## src/mlc_pkg.sv

```systemverilog
// Shared types, character constants and the Greek name table for the label classifier.
package mlc_pkg;

    localparam int NUM_WORDS = 24;
    localparam int NAME_MAX  = 8;

    typedef logic [7:0]           byte_t;
    typedef logic [NUM_WORDS-1:0] name_vec_t;

    localparam byte_t CH_SPACE = 8'h20;
    localparam byte_t CH_UP_A  = 8'h41;
    localparam byte_t CH_UP_Z  = 8'h5A;
    localparam byte_t CH_LO_A  = 8'h61;
    localparam byte_t CH_LO_Z  = 8'h7A;
    localparam byte_t CH_0     = 8'h30;
    localparam byte_t CH_9     = 8'h39;
    localparam byte_t CASE_BIT = 8'h20;

    // Names are left-justified in 64 bits and padded with zero bytes.
    localparam logic [63:0] NAME_STR [NUM_WORDS] = '{
        {"alpha",   24'd0}, {"beta",    32'd0}, {"gamma",   24'd0}, {"delta",   24'd0},
        {"epsilon",  8'd0}, {"zeta",    32'd0}, {"eta",     40'd0}, {"theta",   24'd0},
        {"iota",    32'd0}, {"kappa",   24'd0}, {"lambda",  16'd0}, {"mu",      48'd0},
        {"nu",      48'd0}, {"xi",      48'd0}, {"omicron",  8'd0}, {"pi",      48'd0},
        {"rho",     40'd0}, {"sigma",   24'd0}, {"tau",     40'd0}, {"upsilon",  8'd0},
        {"phi",     40'd0}, {"chi",     40'd0}, {"psi",     40'd0}, {"omega",   24'd0}
    };

    localparam int NAME_LEN [NUM_WORDS] = '{
        5, 4, 5, 5, 7, 4, 3, 5, 4, 5, 6, 2, 2, 2, 7, 2, 3, 5, 3, 7, 3, 3, 3, 5
    };

    function automatic byte_t name_char(input int n, input int pos);
        byte_t c;
        c = '0;
        if (pos < NAME_MAX)
        begin
            c = NAME_STR[n][63 - 8*pos -: 8];
        end
        return c;
    endfunction

    // Names whose length is exactly len.
    function automatic name_vec_t name_len_mask(input int len);
        name_vec_t m;
        for (int n = 0; n < NUM_WORDS; n++)
        begin
            m[n] = (NAME_LEN[n] == len);
        end
        return m;
    endfunction

endpackage

```

## src/math_label_classifier_core.sv

```systemverilog
// Top level of the label classifier: control, letter-run cells and result register.
//
// The classifier takes one label character per transaction and, on the transaction
// marked last (or flagged as an empty label), returns one is_expr verdict. A new
// character is taken in every cycle: a row of MAX_WORD cells, one per letter
// position, narrows the set of matching Greek names as the letters arrive, so
// the verdict needs no final compare pass. The verdict appears in the cycle after
// the last character is accepted and sits in an output register; input is
// stalled only while that register holds a verdict that has not been taken.
// Characters that produce no verdict are accepted whenever in_ready is high.
module math_label_classifier_core
    import mlc_pkg::*;
#(
    parameter int MAX_WORD = 7
) (
    input  logic       clk,
    input  logic       rst_n,
    input  logic       in_valid,
    output logic       in_ready,
    input  logic [7:0] ch,
    input  logic       last,
    input  logic       empty_label,
    output logic       out_valid,
    input  logic       out_ready,
    output logic       is_expr
);

    localparam int LEN_W = $clog2(MAX_WORD + 2);
    localparam int IDX_W = $clog2(MAX_WORD);
    localparam logic [LEN_W-1:0] LEN_MAX = LEN_W'(MAX_WORD);
    localparam logic [LEN_W-1:0] LEN_ONE = LEN_W'(1);
    localparam logic [LEN_W-1:0] LEN_TWO = LEN_W'(2);

    logic             failed_reg, failed_next;
    logic             in_word_reg, in_word_next;
    logic [LEN_W-1:0] word_len_reg, word_len_next;
    logic [1:0]       char_seen_reg, char_seen_next;
    logic             first_space_reg, first_space_next;
    logic             out_valid_reg, out_valid_next;
    logic             is_expr_reg, is_expr_next;

    logic             accept;
    logic             letter;
    logic             digit;
    byte_t            ch_low;
    logic [LEN_W-1:0] len_base;
    logic [LEN_W-1:0] len_dec_cur;
    logic [LEN_W-1:0] len_dec_next;
    logic             run_ok_cur;
    logic             run_ok_next;
    logic             verdict;

    logic [MAX_WORD-1:0] cell_wr;
    logic [MAX_WORD-1:0] hit_reg;
    logic [MAX_WORD-1:0] hit_next;
    name_vec_t           match_chain [MAX_WORD+1];

    assign accept = in_valid && in_ready;
    assign ch_low = ch | CASE_BIT;
    assign letter = ((ch >= CH_UP_A) && (ch <= CH_UP_Z)) ||
                    ((ch >= CH_LO_A) && (ch <= CH_LO_Z));
    assign digit  = (ch >= CH_0) && (ch <= CH_9);
    assign len_base = in_word_reg ? word_len_reg : '0;

    assign match_chain[0] = '1;

    genvar k;
    generate
        for (k = 0; k < MAX_WORD; k++)
        begin : g_cell
            assign cell_wr[k] = accept && !empty_label && letter &&
                                (len_base == LEN_W'(k));
            mlc_cell #(
                .POS (k)
            ) u_cell (
                .clk        (clk),
                .wr_en      (cell_wr[k]),
                .ch_low     (ch_low),
                .prev_match (match_chain[k]),
                .match_out  (match_chain[k+1]),
                .hit_reg    (hit_reg[k]),
                .hit_next   (hit_next[k])
            );
        end
    endgenerate

    always_comb
    begin
        failed_next      = failed_reg;
        in_word_next     = in_word_reg;
        word_len_next    = word_len_reg;
        char_seen_next   = char_seen_reg;
        first_space_next = first_space_reg;
        out_valid_next   = out_valid_reg && !out_ready;
        is_expr_next     = is_expr_reg;

        len_dec_cur = word_len_reg - LEN_ONE;
        run_ok_cur  = !in_word_reg || (word_len_reg < LEN_TWO) ||
                      ((word_len_reg <= LEN_MAX) && hit_reg[len_dec_cur[IDX_W-1:0]]);

        // Run state after this character, used for the verdict.
        len_dec_next = '0;
        run_ok_next  = 1'b1;
        verdict      = 1'b0;

        if (accept)
        begin
            if (empty_label)
            begin
                out_valid_next   = 1'b1;
                is_expr_next     = 1'b0;
                failed_next      = 1'b0;
                in_word_next     = 1'b0;
                word_len_next    = '0;
                char_seen_next   = '0;
                first_space_next = 1'b0;
            end
            else
            begin
                if (char_seen_reg == 2'd0)
                begin
                    first_space_next = (ch == CH_SPACE);
                end
                if (char_seen_reg < 2'd2)
                begin
                    char_seen_next = char_seen_reg + 2'd1;
                end

                if (ch[7])
                begin
                    failed_next   = 1'b1;
                    in_word_next  = 1'b0;
                    word_len_next = '0;
                end
                else if (letter)
                begin
                    in_word_next  = 1'b1;
                    word_len_next = (len_base <= LEN_MAX) ? len_base + LEN_ONE : len_base;
                    len_dec_next  = word_len_next - LEN_ONE;
                    run_ok_next   = (word_len_next < LEN_TWO) ||
                                    ((word_len_next <= LEN_MAX) &&
                                     hit_next[len_dec_next[IDX_W-1:0]]);
                end
                else if (in_word_reg && digit)
                begin
                    failed_next   = 1'b1;
                    in_word_next  = 1'b0;
                    word_len_next = '0;
                end
                else
                begin
                    if (!run_ok_cur)
                    begin
                        failed_next = 1'b1;
                    end
                    in_word_next  = 1'b0;
                    word_len_next = '0;
                end

                verdict = !failed_next && run_ok_next &&
                          !((char_seen_next == 2'd1) && first_space_next);

                if (last)
                begin
                    out_valid_next   = 1'b1;
                    is_expr_next     = verdict;
                    failed_next      = 1'b0;
                    in_word_next     = 1'b0;
                    word_len_next    = '0;
                    char_seen_next   = '0;
                    first_space_next = 1'b0;
                end
            end
        end
    end

    always_ff @(posedge clk or negedge rst_n)
    begin
        if (!rst_n)
        begin
            failed_reg      <= 1'b0;
            in_word_reg     <= 1'b0;
            word_len_reg    <= '0;
            char_seen_reg   <= '0;
            first_space_reg <= 1'b0;
            out_valid_reg   <= 1'b0;
        end
        else
        begin
            failed_reg      <= failed_next;
            in_word_reg     <= in_word_next;
            word_len_reg    <= word_len_next;
            char_seen_reg   <= char_seen_next;
            first_space_reg <= first_space_next;
            out_valid_reg   <= out_valid_next;
        end
    end

    always_ff @(posedge clk)
    begin
        is_expr_reg <= is_expr_next;
    end

    assign in_ready  = !out_valid_reg || out_ready;
    assign out_valid = out_valid_reg;
    assign is_expr   = is_expr_reg;

`ifndef SYNTHESIS
    a_empty_gives_false: assert property (@(posedge clk) disable iff (!rst_n)
        (accept && empty_label) |=> (out_valid && !is_expr))
        else $error("empty label did not produce a false verdict");

    a_high_byte_fails: assert property (@(posedge clk) disable iff (!rst_n)
        (accept && !empty_label && last && ch[7]) |=> (out_valid && !is_expr))
        else $error("non-ASCII byte did not fail the label");

    a_len_idle: assert property (@(posedge clk) disable iff (!rst_n)
        !in_word_reg |-> (word_len_reg == '0))
        else $error("letter count nonzero outside a run");

    a_len_bound: assert property (@(posedge clk) disable iff (!rst_n)
        word_len_reg <= LEN_MAX + LEN_ONE)
        else $error("letter count exceeded its saturation value");
`endif

endmodule

```

## src/mlc_cell.sv

```systemverilog
// One letter position of the run: keeps the set of names that still match up to here.
module mlc_cell
    import mlc_pkg::*;
#(
    parameter int POS = 0
) (
    input  logic      clk,
    input  logic      wr_en,
    input  byte_t     ch_low,
    input  name_vec_t prev_match,
    output name_vec_t match_out,
    output logic      hit_reg,
    output logic      hit_next
);

    localparam name_vec_t LEN_MASK = name_len_mask(POS + 1);

    name_vec_t match_reg;
    name_vec_t match_next;
    name_vec_t eq;

    always_comb
    begin
        for (int n = 0; n < NUM_WORDS; n++)
        begin
            eq[n] = (ch_low == name_char(n, POS));
        end
        match_next = wr_en ? (prev_match & eq) : match_reg;
    end

    always_ff @(posedge clk)
    begin
        match_reg <= match_next;
    end

    assign match_out = match_reg;
    assign hit_reg   = |(match_reg & LEN_MASK);
    assign hit_next  = |(match_next & LEN_MASK);

endmodule
```

## config.mk

```make
export PLATFORM = sky130hd
export DESIGN_NAME = math_label_classifier_core
export DESIGN_NICKNAME = d
export VERILOG_FILES = /design/src/mlc_pkg.sv /design/src/math_label_classifier_core.sv /design/src/mlc_cell.sv
export SDC_FILE = /design/constraint.sdc
export NUM_CORES = 1
export LEC_CHECK = 0
export ABC_CLOCK_PERIOD_IN_PS = 5600
export BUFFER_PORTS_ARGS = -buffer_cell sky130_fd_sc_hd__buf_2
export CAP_MARGIN = 20
export CORE_MARGIN = 1
export CORE_UTILIZATION = 50
export CTS_CLUSTER_SIZE = 14
export DETAILED_ROUTE_END_ITERATION = 6
export HOLD_SLACK_MARGIN = 0.12
export PLACE_DENSITY = 0.67
export SKIP_CTS_REPAIR_TIMING = 1
export SYNTH_ARGS = -nofsm -noshare
export SYNTH_HDL_FRONTEND = slang
export SYNTH_SLANG_ARGS = --single-unit
```

## constraint.sdc

```tcl
create_clock -name clk -period 5.6 [get_ports clk]
set_input_delay 1.68 -clock clk [delete_from_list [all_inputs] [get_ports clk]]
set_output_delay 1.68 -clock clk [all_outputs]
set_load 0.01 [all_outputs]
```

# ---- Word level (Yosys, flattened, before mapping)
# Cells that the tools add are included.
# W data, S select, Z words.
dict set report word_totals {
  ff_bits 171
  latchBits 0
  ram_bits 0
  romBits 0
  out_inout_bits 3
  word_cells 164
  n_memories 0
}
dict set report op_classes {
  n_addsub 4
  multipliers 0
  div_mod_pow 0
  magnitude_cmp 14
  n_eq_ne 28
  n_shift 0
  mux 46
  bitwise 6
  n_reduce_logical 46
}
# operator count
set op_table {}
lappend op_table {{$eq A7 B6 Y1 const B} 20}
lappend op_table {{$and A24 B24 Y24} 4}
lappend op_table {{$and A20 B20 Y20} 2}
lappend op_table {{$mux W1} 27}
lappend op_table {{$mux W24} 1}
lappend op_table {{$mux W4} 6}
lappend op_table {{$mux W23} 1}
lappend op_table {{$logic_and A1 B1 Y1} 20}
lappend op_table {{$mux W20} 1}
lappend op_table {{$ge A8 B7 Y1 const B} 2}
lappend op_table {{$le A8 B7 Y1 const B} 2}
lappend op_table {{$mux W16} 1}
lappend op_table {{$reduce_or A7 Y1} 2}
lappend op_table {{$eq A4 B3 Y1 const B} 3}
lappend op_table {{$le A4 B3 Y1 const B} 3}
lappend op_table {{$reduce_or A3 Y1} 4}
lappend op_table {{$reduce_or A6 Y1} 2}
lappend op_table {{$mux W11} 1}
lappend op_table {{$mux W2} 5}
lappend op_table {{$mux W9} 1}
lappend op_table {{$eq A4 B2 Y1 const B} 2}
lappend op_table {{$eq A8 B6 Y1 const B} 1}
lappend op_table {{$ge A8 B6 Y1 const B} 1}
lappend op_table {{$le A8 B6 Y1 const B} 1}
lappend op_table {{other kinds (17)} 31}

# ---- Longest topological paths before layout
dict set report depth {
  word_depth 19
  mapped_depth 11
  mapped_depth_nobuf 10
}

# ---- Modules after synthesis
# Synthesis repeated with hierarchy kept, for this count alone.
dict set report unflattened {
  cells_unflattened 676
  area_unflattened_um2 8336.7
}
# mod instances cells_each area_per_inst_um2 seq_area_each_um2
set modules_own_cells {}
lappend modules_own_cells {{mlc_cell (g_cell[3].u_cell)} 1 94 1174.9 690.7}
lappend modules_own_cells {{mlc_cell (g_cell[0].u_cell)} 1 89 1117.3 720.7}
lappend modules_own_cells {{mlc_cell (g_cell[2].u_cell)} 1 89 1074.8 660.6}
lappend modules_own_cells {{mlc_cell (g_cell[1].u_cell)} 1 79 1053.5 680.7}
lappend modules_own_cells {math_label_classifier_core 1 130 1038.5 280.3}
lappend modules_own_cells {{mlc_cell (g_cell[6].u_cell)} 1 64 969.7 690.7}
lappend modules_own_cells {{mlc_cell (g_cell[4].u_cell)} 1 67 957.2 650.6}
lappend modules_own_cells {{mlc_cell (g_cell[5].u_cell)} 1 64 950.9 710.7}

# ---- Worst setup path before layout
# OpenSTA, ideal clock, no wires.
dict set report synth_path {
  path_kind {in2reg}
  startpoint {in ch[2]}
  endpoint {reg g_cell[0].u_cell.match_reg[0] (enable)}
  arrival_ns 4.340
  t_required_ns 5.150
  slack_ns 0.809
  path_stages 4
  path_cell_list {buf_4 a21oi_2 o221ai_1 nor4b_1}
}
dict set report synth_between {
  elab_chain_len 5
  word_cells_on_any_way 9
  classes_between {4 x order compare; 5 x reduce/logical}
}
# item line_no
set synth_rtl {}
lappend synth_rtl {{start, declared} math_label_classifier_core.sv:20} ;# input logic [7:0] ch,
lappend synth_rtl {{$ge A8 B7 Y1 (tied with other cells)} math_label_classifier_core.sv:60} ;# assign letter = ((ch >= CH_UP_A) && (ch <= CH_UP_Z)) ||
lappend synth_rtl {{$logic_and A1 B1 Y1 (on tied branches)} {math_label_classifier_core.sv:60, math_label_classifier_core.sv:61}}
lappend synth_rtl {{$logic_or A1 B1 Y1 *} math_label_classifier_core.sv:60}
lappend synth_rtl {{$logic_and A1 B1 Y1 * (2 in a row)} math_label_classifier_core.sv:71} ;# assign cell_wr[k] = accept && !empty_label && letter &&
lappend synth_rtl {{net g_cell[0].u_cell.wr_en} mlc_cell.sv:8} ;# input logic wr_en,
lappend synth_rtl {{end signal, assigned} mlc_cell.sv:33} ;# match_reg <= match_next;
lappend synth_rtl {{end, declared} mlc_cell.sv:18} ;# name_vec_t match_reg;
# The timed path passes the listed nets; every way through them passes the cells marked *.
# A chain may end at the register's enable or synchronous reset.

# ---- Worst setup path in the final report
dict set report layout_path {
  startpoint {in out_ready}
  endpoint {out in_ready}
}
dict set report layout_between {
  elab_chain_len 1
}
# item line_no
set layout_rtl {}
lappend layout_rtl {{start, declared} math_label_classifier_core.sv:24} ;# input logic out_ready,
lappend layout_rtl {{$logic_or A1 B1 Y1} math_label_classifier_core.sv:204} ;# assign in_ready = !out_valid_reg || out_ready;
lappend layout_rtl {{end, declared} math_label_classifier_core.sv:19} ;# output logic in_ready,
# No other way between the ends.

==> run_summary.xml <==
<?xml version="1.0" encoding="UTF-8"?>
<metrics>
  <group name="timing">
    <metric name="setup_total_negative_slack" unit="ns">0</metric>
    <metric name="slew_violations" unit="">0</metric>
    <metric name="finalCriticalPeriod" unit="ns">3.95</metric>
    <metric name="slew_headroom" unit="%">43.0</metric>
    <metric name="max_freq" unit="MHz">253</metric>
    <metric name="ratio_of_final_minimum_period_to_clock_period" unit="%">70.5</metric>
    <metric name="timing.final.setup_violations" unit="">0</metric>
    <metric name="worst-slew-pin-transition" unit="ns">0.847</metric>
    <metric name="rsz0062_at_grt" unit="">no</metric>
    <metric name="report.final.hold_viol_count" unit="">0</metric>
    <metric name="timing.clock.skew" unit="ns">0.00763</metric>
  </group>
  <group name="critical_path">
    <metric name="worst_ep_required_time" unit="ns">3.92</metric>
    <metric name="timing.critical_path.arrival" unit="ns">2.27</metric>
    <metric name="worst_setup_path_start_kind" unit="">input port</metric>
    <metric name="setup.worst_path.end_class" unit="">primary output</metric>
    <metric name="rr_startpoint" unit="">in_word_reg$_DFFE_PN0P_</metric>
    <metric name="worst_setup_path_startpoint" unit="">out_ready</metric>
    <metric name="worst-setup-path-type" unit="">in -&gt; out</metric>
    <metric name="path_max_fanout" unit="">4</metric>
  </group>
  <group name="power">
    <metric name="p_leak" unit="nW">1.94</metric>
    <metric name="p_per_area" unit="nW/µm²">261</metric>
    <metric name="max-vdd-ir-drop" unit="µV">179</metric>
  </group>
  <group name="synth">
    <metric name="ys_async_sr_fraction" unit="%">9.52</metric>
    <metric name="synth.cells.most_frequent" unit="">sky130_fd_sc_hd__edfxtp_1 (71), sky130_fd_sc_hd__and2_1 (51), sky130_fd_sc_hd__nand2_1 (48)</metric>
    <metric name="synth-seq-cells" unit="">105</metric>
    <metric name="synth_warn" unit="">0</metric>
    <metric name="sequential_fraction_of_the_synthesis_area" unit="%">59.6</metric>
    <metric name="share_of_the_synthesized_area_in_the_top_cell_type" unit="%">44.4</metric>
    <metric name="synth_enable_flop_cells" unit="">71</metric>
    <metric name="synth_top_area_cell" unit="">sky130_fd_sc_hd__edfxtp_1</metric>
    <metric name="syn_area" unit="µm²">4810</metric>
    <metric name="yosysMostFrequentCell" unit="">sky130_fd_sc_hd__edfxtp_1</metric>
    <metric name="average_footprint_of_a_synthesized_cell" unit="µm²">11.4</metric>
    <metric name="syn_nets" unit="">447</metric>
    <metric name="main_synth_ff_type" unit="">sky130_fd_sc_hd__edfxtp_1</metric>
    <metric name="synth.area.top_cells" unit="">sky130_fd_sc_hd__edfxtp_1 (44%), sky130_fd_sc_hd__dfxtp_1 (10%), sky130_fd_sc_hd__and2_1 (6.6%), sky130_fd_sc_hd__dfrtp_1 (5.2%), sky130_fd_sc_hd__nand2_1 (3.7%)</metric>
    <metric name="synth.distinct_cells" unit="">62</metric>
    <metric name="post_synth_inst_count" unit="">423</metric>
  </group>
  <group name="final_layout">
    <metric name="antenna_cells" unit="">0</metric>
    <metric name="largest_reg_flops" unit="">94</metric>
    <metric name="fillerInstances" unit="">800</metric>
    <metric name="layout.core_utilization" unit="%">56.6</metric>
    <metric name="area_growth_syn_to_fin" unit="%">9.27</metric>
    <metric name="final_net_count" unit="">466</metric>
    <metric name="fraction_of_layout_instances_using_a_drive_strength_above_1" unit="%">12.8</metric>
  </group>
  <group name="global_routing">
    <metric name="antenna_found_initial" unit="">0</metric>
    <metric name="grt_first_pass_wirelength" unit="µm">16600</metric>
    <metric name="gr-total-overflow" unit="">0</metric>
    <metric name="globalRouteTotalUtil" unit="%">22.7</metric>
    <metric name="first_global_vias" unit="">3118</metric>
    <metric name="grt_max_degree" unit="">28</metric>
  </group>
  <group name="detailed_routing">
    <metric name="ant_nets" unit="">0</metric>
    <metric name="drt-total-wl" unit="µm">10500</metric>
    <metric name="vias" unit="">3290</metric>
    <metric name="drc" unit="">0</metric>
    <metric name="drtPass1Iterations" unit="">5</metric>
    <metric name="routed_via_density" unit="">5.71</metric>
    <metric name="initialDrtViolationCount" unit="">174</metric>
    <metric name="drt-wirelength-per-cell" unit="µm">18.2</metric>
  </group>
  <group name="worst_hold_path">
    <metric name="hold_path.class" unit="">reg -&gt; reg</metric>
    <metric name="worstHoldStart" unit="">g_cell[4].u_cell.match_out[2]$_DFF_P_</metric>
  </group>
  <group name="floorplan">
    <metric name="chipWidth" unit="µm">100</metric>
    <metric name="rows" unit="">35</metric>
    <metric name="num_io_pins" unit="">17</metric>
    <metric name="die-area" unit="µm²">10000</metric>
    <metric name="core_area" unit="µm²">9280</metric>
    <metric name="start_util" unit="%">51.8</metric>
    <metric name="die_h" unit="µm">100</metric>
  </group>
  <group name="run_status">
    <metric name="status" unit="">complete, no violations</metric>
  </group>
  <group name="placed_design">
    <metric name="portBuffers" unit="">16</metric>
    <metric name="place_congestion" unit="">0.940</metric>
    <metric name="dp_hpwl" unit="µm">7550</metric>
  </group>
  <group name="clocking">
    <metric name="clock_tree.htree_level_count" unit="">3</metric>
    <metric name="clock_sinks" unit="">105</metric>
    <metric name="cts_inserted_buffers" unit="">9</metric>
    <metric name="clk_transition_reported_paths" unit="ns">0.09</metric>
    <metric name="clk_root_buffer_cell" unit="">sky130_fd_sc_hd__clkbuf_8</metric>
    <metric name="worstSkewPairLatency" unit="ns">0.37</metric>
    <metric name="clockBufferDepth" unit="">2</metric>
    <metric name="clock_tree_from_tritoncts" unit="">yes</metric>
  </group>
  <group name="flow_run">
    <metric name="drv_cap" unit="">0</metric>
  </group>
</metrics>
[layout by cell type (no fill, tap or decap), types with 6 or more instances in the layout]
cell and n:
sky130_fd_sc_hd__clkbuf_8 10, sky130_fd_sc_hd__dfxtp_1 24, sky130_fd_sc_hd__nor2b_1 8, sky130_fd_sc_hd__inv_1 22, sky130_fd_sc_hd__nor2_1 24, sky130_fd_sc_hd__and2_1 51
sky130_fd_sc_hd__nand2b_1 6, sky130_fd_sc_hd__nand3_1 19, sky130_fd_sc_hd__buf_2 16, sky130_fd_sc_hd__o21ai_0 13, sky130_fd_sc_hd__edfxtp_1 71, sky130_fd_sc_hd__nand2_1 48
sky130_fd_sc_hd__nor4_1 10, sky130_fd_sc_hd__nor3_1 9, sky130_fd_sc_hd__dfrtp_1 10, sky130_fd_sc_hd__ha_1 10
[layout make-up]
type	instances	area, µm²	area share, %
clock inverter	5	55.1	1.05
clock buffer	11	163	3.10
tap	129	161	3.07
multi-input combinational	284	1820	34.6
timing repair buffer	20	110	2.10
inverter	22	82.6	1.57
sequential	105	2860	54.5
[layer usage]
layer | wire (µm) | vias up | global-route usage [%]
li1 | - | 1570 | -
met1 | 4500 | 1591 | 28.9
met2 | 5070 | 107 | 37.5
met3 | 680 | 22 | 5.92
met4 | 212 | 0 | 8.25
met5 | 0 | - | 0
[worst paths after layout]
path                       slack (ns)  depth (start not counted)                               endpoint
hold reg to reg                  0.45                          2  g_cell[4].u_cell.match_out[2]$_DFF_P_
min in group asynchronous        1.15                          1            first_space_reg$_DFFE_PN0P_
setup / recovery                 1.65                          4                               in_ready
max in group asynchronous        4.25                          1                 failed_reg$_DFFE_PN0P_
setup reg to reg                 2.61                         10                  is_expr$_SDFFCE_PP0P_
hold / removal                   0.45                          2  g_cell[4].u_cell.match_out[2]$_DFF_P_
[critical path, cell delays in order]
cell	delay [ns]
sky130_fd_sc_hd__buf_2	0.09
sky130_fd_sc_hd__nor2b_1	0.22
sky130_fd_sc_hd__inv_1	0.12
sky130_fd_sc_hd__buf_2	0.15
[report_power, final]
| part | internal (mW) | switching (mW) | total [mW] |
|---|---|---|---|
| combinational | 0.0188 | 0.0398 | 0.0586 |
| clock | 0.212 | 0.276 | 0.488 |
| sequential | 0.823 | 0.00286 | 0.826 |
| total | 1.05 | 0.319 | 1.37 |
[metrics by stage]
step	cell area [µm²]	power (mW)	instances	hold WS, ns	worst slack, ns
floorplan	4810	0.881	423	0.416	0.809
global placement	5030	0.900	559	0.428	1.61
detailed placement	5030	0.901	560	0.431	1.51
CTS	5250	1.39	576	0.447	1.66
global route	5250	1.42	576	0.464	1.56
finish	5250	1.37	576	0.446	1.65
[cells by family (layout without fill, tap and decap cells)]
| group | Yosys count | in the layout | synth area share, % |
|---|---|---|---|
| xor gates and xnor gates | 3 | 3 | 0.547 |
| adders and majority gates | 10 | 10 | 2.60 |
| buffers and inverters | 34 | 58 | 2.97 |
| DFF | 105 | 105 | 59.6 |
| AOI/OAI and AO/OA | 57 | 57 | 9.06 |
| muxes | 6 | 6 | 1.38 |
| and+or+nand+nor | 208 | 208 | 23.9 |
(Power assumes the default switching activity.)
